==> config.mk <==
export PLATFORM = sky130hd
export DESIGN_NAME = tkcsm_cell
export DESIGN_NICKNAME = d
export VERILOG_FILES = /design/src/design/tkcsm_pkg.sv /design/src/design/tkcsm_cell.sv
export SDC_FILE = /design/constraint.sdc
export NUM_CORES = 1
export LEC_CHECK = 0
export ABC_AREA = 0
export BUFFER_PORTS_ARGS = -buffer_cell sky130_fd_sc_hd__clkbuf_2
export CAP_MARGIN = 20
export CORE_MARGIN = 1
export CORE_UTILIZATION = 40
export DETAILED_ROUTE_END_ITERATION = 16
export PLACE_DENSITY = 0.72
export SYNTH_ARGS = -nofsm -noshare
export SYNTH_HDL_FRONTEND = slang
export SYNTH_SLANG_ARGS = --single-unit
==> constraint.sdc <==
create_clock -name clk -period 9.6 [get_ports clk]
set_clock_uncertainty 0.15 [all_clocks]
set_input_delay 1.92 -clock clk [delete_from_list [all_inputs] [get_ports clk]]
set_output_delay 1.92 -clock clk [all_outputs]
set_load 0.005 [all_outputs]
==> src/design/tkcsm_pkg.sv <==
// ----------------------------------------------------------------------------
// tkcsm_pkg: shared types and constants of the top-k / causal score mask
// configuration register codes, field widths and the per-cell slot control
// ----------------------------------------------------------------------------
package tkcsm_pkg;

    // width of the position, count and length registers
    localparam int POS_BITS   = 7;
    // width of the score and result fields
    localparam int DATA_BITS  = 32;
    // width of the configuration register index
    localparam int INDEX_BITS = 3;

    // configuration register indexes
    localparam logic [INDEX_BITS-1:0] CFG_KEEP_COUNT = 3'd0;
    localparam logic [INDEX_BITS-1:0] CFG_ROW_LENGTH = 3'd1;
    localparam logic [INDEX_BITS-1:0] CFG_QUERY_ROWS = 3'd2;
    localparam logic [INDEX_BITS-1:0] CFG_MASK_VALUE = 3'd3;

    // control part of a score travelling down the cell row
    typedef struct packed {
        logic                valid;
        logic [POS_BITS-1:0] col;    // column where the score settles
        logic [POS_BITS-1:0] tally;  // earlier scores found greater so far
    } slot_ctl_t;

endpackage

==> src/design/tkcsm_cell.sv <==
// ----------------------------------------------------------------------------
// tkcsm_cell: one column cell of the decode score row
// holds one settled score and its greater-count, compares it with the score
// passing through, and shifts toward cell 0 while a row is emitted
// ----------------------------------------------------------------------------
module tkcsm_cell
    import tkcsm_pkg::*;
#(
    parameter int IDX        = 0,
    parameter int SCORE_BITS = 32
)
(
    input  logic                         clk,
    input  logic                         rst_n,
    input  logic                         flush,
    input  slot_ctl_t                    slot_ctl_in,
    input  logic signed [SCORE_BITS-1:0] slot_score_in,
    output slot_ctl_t                    slot_ctl_out,
    output logic signed [SCORE_BITS-1:0] slot_score_out,
    input  logic                         shift_en,
    input  logic signed [SCORE_BITS-1:0] shift_score_in,
    input  logic [POS_BITS-1:0]          shift_tally_in,
    output logic signed [SCORE_BITS-1:0] held_score,
    output logic [POS_BITS-1:0]          held_tally
);

    slot_ctl_t                    slot_ctl_reg;
    logic signed [SCORE_BITS-1:0] slot_score_reg;
    logic signed [SCORE_BITS-1:0] held_score_reg;
    logic [POS_BITS-1:0]          held_tally_reg;

    logic land;
    logic new_greater;
    logic new_less;

    assign land        = slot_ctl_reg.valid && (slot_ctl_reg.col == POS_BITS'(IDX));
    assign new_greater = slot_score_reg > held_score_reg;
    assign new_less    = slot_score_reg < held_score_reg;

    // passing score picks up one count for each greater settled score
    always_comb
    begin
        slot_ctl_out.valid = slot_ctl_reg.valid && !land;
        slot_ctl_out.col   = slot_ctl_reg.col;
        slot_ctl_out.tally = slot_ctl_reg.tally + (new_less ? POS_BITS'(1) : POS_BITS'(0));
        slot_score_out     = slot_score_reg;
    end

    always_ff @(posedge clk or negedge rst_n)
    begin
        if (!rst_n)
        begin
            slot_ctl_reg <= '0;
        end
        else if (flush)
        begin
            slot_ctl_reg <= '0;
        end
        else
        begin
            slot_ctl_reg <= slot_ctl_in;
        end
    end

    always_ff @(posedge clk)
    begin
        slot_score_reg <= slot_score_in;
        if (shift_en)
        begin
            held_score_reg <= shift_score_in;
            held_tally_reg <= shift_tally_in;
        end
        else if (land)
        begin
            held_score_reg <= slot_score_reg;
            held_tally_reg <= slot_ctl_reg.tally;
        end
        else if (slot_ctl_reg.valid && new_greater)
        begin
            held_tally_reg <= held_tally_reg + POS_BITS'(1);
        end
    end

    assign held_score = held_score_reg;
    assign held_tally = held_tally_reg;

endmodule

==> qor.yml <==
ys_seq_area_share_pct: 55.8
max_cap_violations: 0
grt_pass1_vias: 2954
busiest_layer: "met2"
num-nets-final: 619
multi_input_comb_area_um2: 1530
cts_hold_buf: 0
gp_congestion: 0.790
grt_pass1_wl_um: 13500
ctsResizeCount: 0
path_clk_slew_ns: 0.08
grt-ovfl-total: 0
vias: 2960
dieArea_um2: 10200
grt_util_met1_pct: 19.9
hold_viol: 0
r2r_cells: 5
cts_inserted_buffers: 9
die_w_um: 101
status: "complete, no violations"
core_um2: 9370
clkLatencyLatePin_ns: 0.35
setup_viol: 0
crit_path_end_kind: "primary output"
cts.path.max_buffers: 2
setup_tns_ns: 0
root_buffer: "clkbuf_8"
htreeDepth: 3
drv_slew: 0
met2_usage_pct: 31.1
route.detailed.drc: 0
synthMuxAreaShare_pct: 9.45
arrival_ns: 3.22
max_freq_mhz: 189
wirelength_um: 8620
rsz0062_at_grt: "false"
yosysTopAreaCellShare_pct: 29.9
dpl.hpwl_um: 6840
fillers: 903
yosys_warnings: 0
groute.usage.overall_pct: 17.4
syn_nets: 446
antenna_found_initial: 0
synthTopCellsByArea: "edfxtp_1 (30%), dfxtp_1 (16%), ha_1 (11%), dfrtp_1 (9.6%), mux2_2 (9.2%)"
min_path_type: "reg -> reg"
p_leak_nw: 2.52
synth.avg_cell_area_um2: 12.2
yosys.cell_types.count: 38
drtIter0Drc: 25
max-vdd-ir-drop_mv: 0.0775
die_h_um: 101
cp_max_fo: 5
vias_per_cell: 4.71
rows: 35
synth_simple_gate_area_share_pct: 9.96
layout_min_cycle_time_ns: 5.29
drt.antenna.violating_nets: 0
grt_max_degree: 48
port_buffers: 175
n_antenna_cell: 0
synth_top_area_cell: "edfxtp_1"
crit_type: "reg -> out"
cp-start-kind: "flip-flop"
cts_tree: "built"
layout-drive-gt1-share_pct: 45.7
synthAdderAreaFrac_pct: 11.2
power_density_nw_per_um2: 161
syn-cell-area_um2: 3920
synth-xor-area-share_pct: 2.46
worstPathRequired_ns: 7.53
worstMarginPinSlew_ns: 0.880
final_cells: 628
grtUsageMet3_pct: 4.16
synth-seq-cells: 86
io_pins: 176
postCtsSetupRepairBufs: 0
relSlewSlack_pct: 41.4
area_growth_syn_to_layout_pct: 29.7
dp_cells: 612
synth_cells: 321
clkSinkCount: 86
finalCritPeriodShare_pct: 55.1
initial_utilization_pct: 41.8
hold_depth: 1
synth_top_family_by_area: "adder cells"
synth-compound-area-share_pct: 5.97
firstDrtPassIters: 4
regArea_um2: 2190
wl_per_cell_um: 13.7
## synth_stat cells (all sizes together)
cell	number
o41a	1
mux2i	1
a2111oi	1
inv	32
edfxtp	39
and2	1
nor2b	16
nor2	5
o21ai	15
nand3	10
a21oi	14
a21boi	2
dfxtp	32
and3	3
xnor2	7
nand2b	1
a211oi	2
clkbuf	3
nand4	8
dfrtp	15
ha	35
a21o	2
nand2	20
or3b	1
a221oi	1
mux2	32
o211ai	2
nor3	2
nor4	3
buf	11
xor2	4
## where the power goes
part / leakage, nW / switching [W] / internal (W)
Clock: 0.106 / 0.000133 / 0.000119
Combinational: 1.56 / 0.0000656 / 0.0000699
Sequential: 0.848 / 0.0000186 / 0.000415
## final timing paths
check	slack, ns	from	end
setup / recovery	4.31	held_score[31]$_DFFE_PP_	slot_ctl_out[6]
hold / removal	0.45	slot_score_out[1]$_DFF_P_	held_score[1]$_DFFE_PP_
setup reg to reg	6.69	slot_ctl_out[9]$_DFF_PN0_	held_tally[0]$_DFFE_PP_
hold reg to reg	0.45	slot_score_out[1]$_DFF_P_	held_score[1]$_DFFE_PP_
max in group asynchronous	7.72	rst_n	slot_ctl_out[12]$_DFF_PN0_
min in group asynchronous	1.31	rst_n	slot_ctl_reg[6]$_DFF_PN0_
## layout make-up
type | instances | share of cell area, %
sequential | 86 | 43.0
multi-input combinational | 189 | 30.1
timing repair buffer | 176 | 17.4
clock buffer | 11 | 3.20
tap | 129 | 3.17
inverter | 32 | 2.36
clock inverter | 5 | 0.738
## through the flow
| stage | setup WS, ns | hold slack (ns) | utilization (%) | total power [W] | area, um^2 |
|---|---|---|---|---|---|
| after global routing | 4.01 | 0.469 | 54.2 | 0.000866 | 5080 |
| after global placement | 4.65 | 0.426 | 52.1 | 0.000575 | 4880 |
| final | 4.31 | 0.455 | 54.2 | 0.000820 | 5080 |
| after CTS | 4.23 | 0.458 | 54.2 | 0.000832 | 5080 |
| after floorplan | 5.08 | 0.438 | - | 0.000514 | 3920 |
| after detailed placement | 4.64 | 0.436 | 52.1 | 0.000580 | 4880 |
## layout by cell type, fill, tap and decap left out, drive strengths merged
| cell | synthesis | routed |
|---|---|---|
| xnor2 | 7 | 7 |
| a21o | 2 | 2 |
| nor2 | 5 | 5 |
| clkinv | 0 | 2 |
| a221oi | 1 | 1 |
| xor2 | 4 | 4 |
| or3b | 1 | 1 |
| and2 | 1 | 1 |
| o21ai | 15 | 15 |
| a211oi | 2 | 2 |
| ha | 35 | 35 |
| dfrtp | 15 | 15 |
| clkbuf | 3 | 186 |
| nor2b | 16 | 16 |
| nand3 | 10 | 10 |
| nor3 | 2 | 2 |
| mux2i | 1 | 1 |
| nor4 | 3 | 3 |
| o41a | 1 | 1 |
| dfxtp | 32 | 32 |
| o211ai | 2 | 2 |
| a21oi | 14 | 14 |
| nand2b | 1 | 1 |
| edfxtp | 39 | 39 |
| nand2 | 20 | 20 |
| and3 | 3 | 3 |
| a21boi | 2 | 2 |
| mux2 | 32 | 32 |
| nand4 | 8 | 8 |
| a2111oi | 1 | 1 |
| inv | 32 | 35 |
| buf | 11 | 1 |
## worst max-delay path, stage by stage (launching register included)
cell and delay [ns]:
edfxtp_1 0.35, inv_1 0.05, ha_1 0.40, nand4_2 0.19, nor4_2 0.43, o41a_1 0.25, nor2_1 0.06, xnor2_1 0.18
ha_1 0.23, ha_1 0.18, and3_1 0.19, nand3_1 0.10, xnor2_1 0.14, clkbuf_2 0.13
## logic make-up after synthesis
kind of cell	count (synthesis)
DFF	86
and+or+nand+nor	70
buffers and inverters	46
AOI/OAI and AO/OA	40
adders and majority gates	35
muxes	33
xor gates and xnor gates	11
## per-layer routing
| layer | vias up | wire [um] |
|---|---|---|
| li1 | 1471 | - |
| met1 | 1373 | 3570 |
| met2 | 103 | 4400 |
| met3 | 13 | 504 |
| met4 | 0 | 148 |
| met5 | - | 0 |
Power figures use the tool's default switching activity.
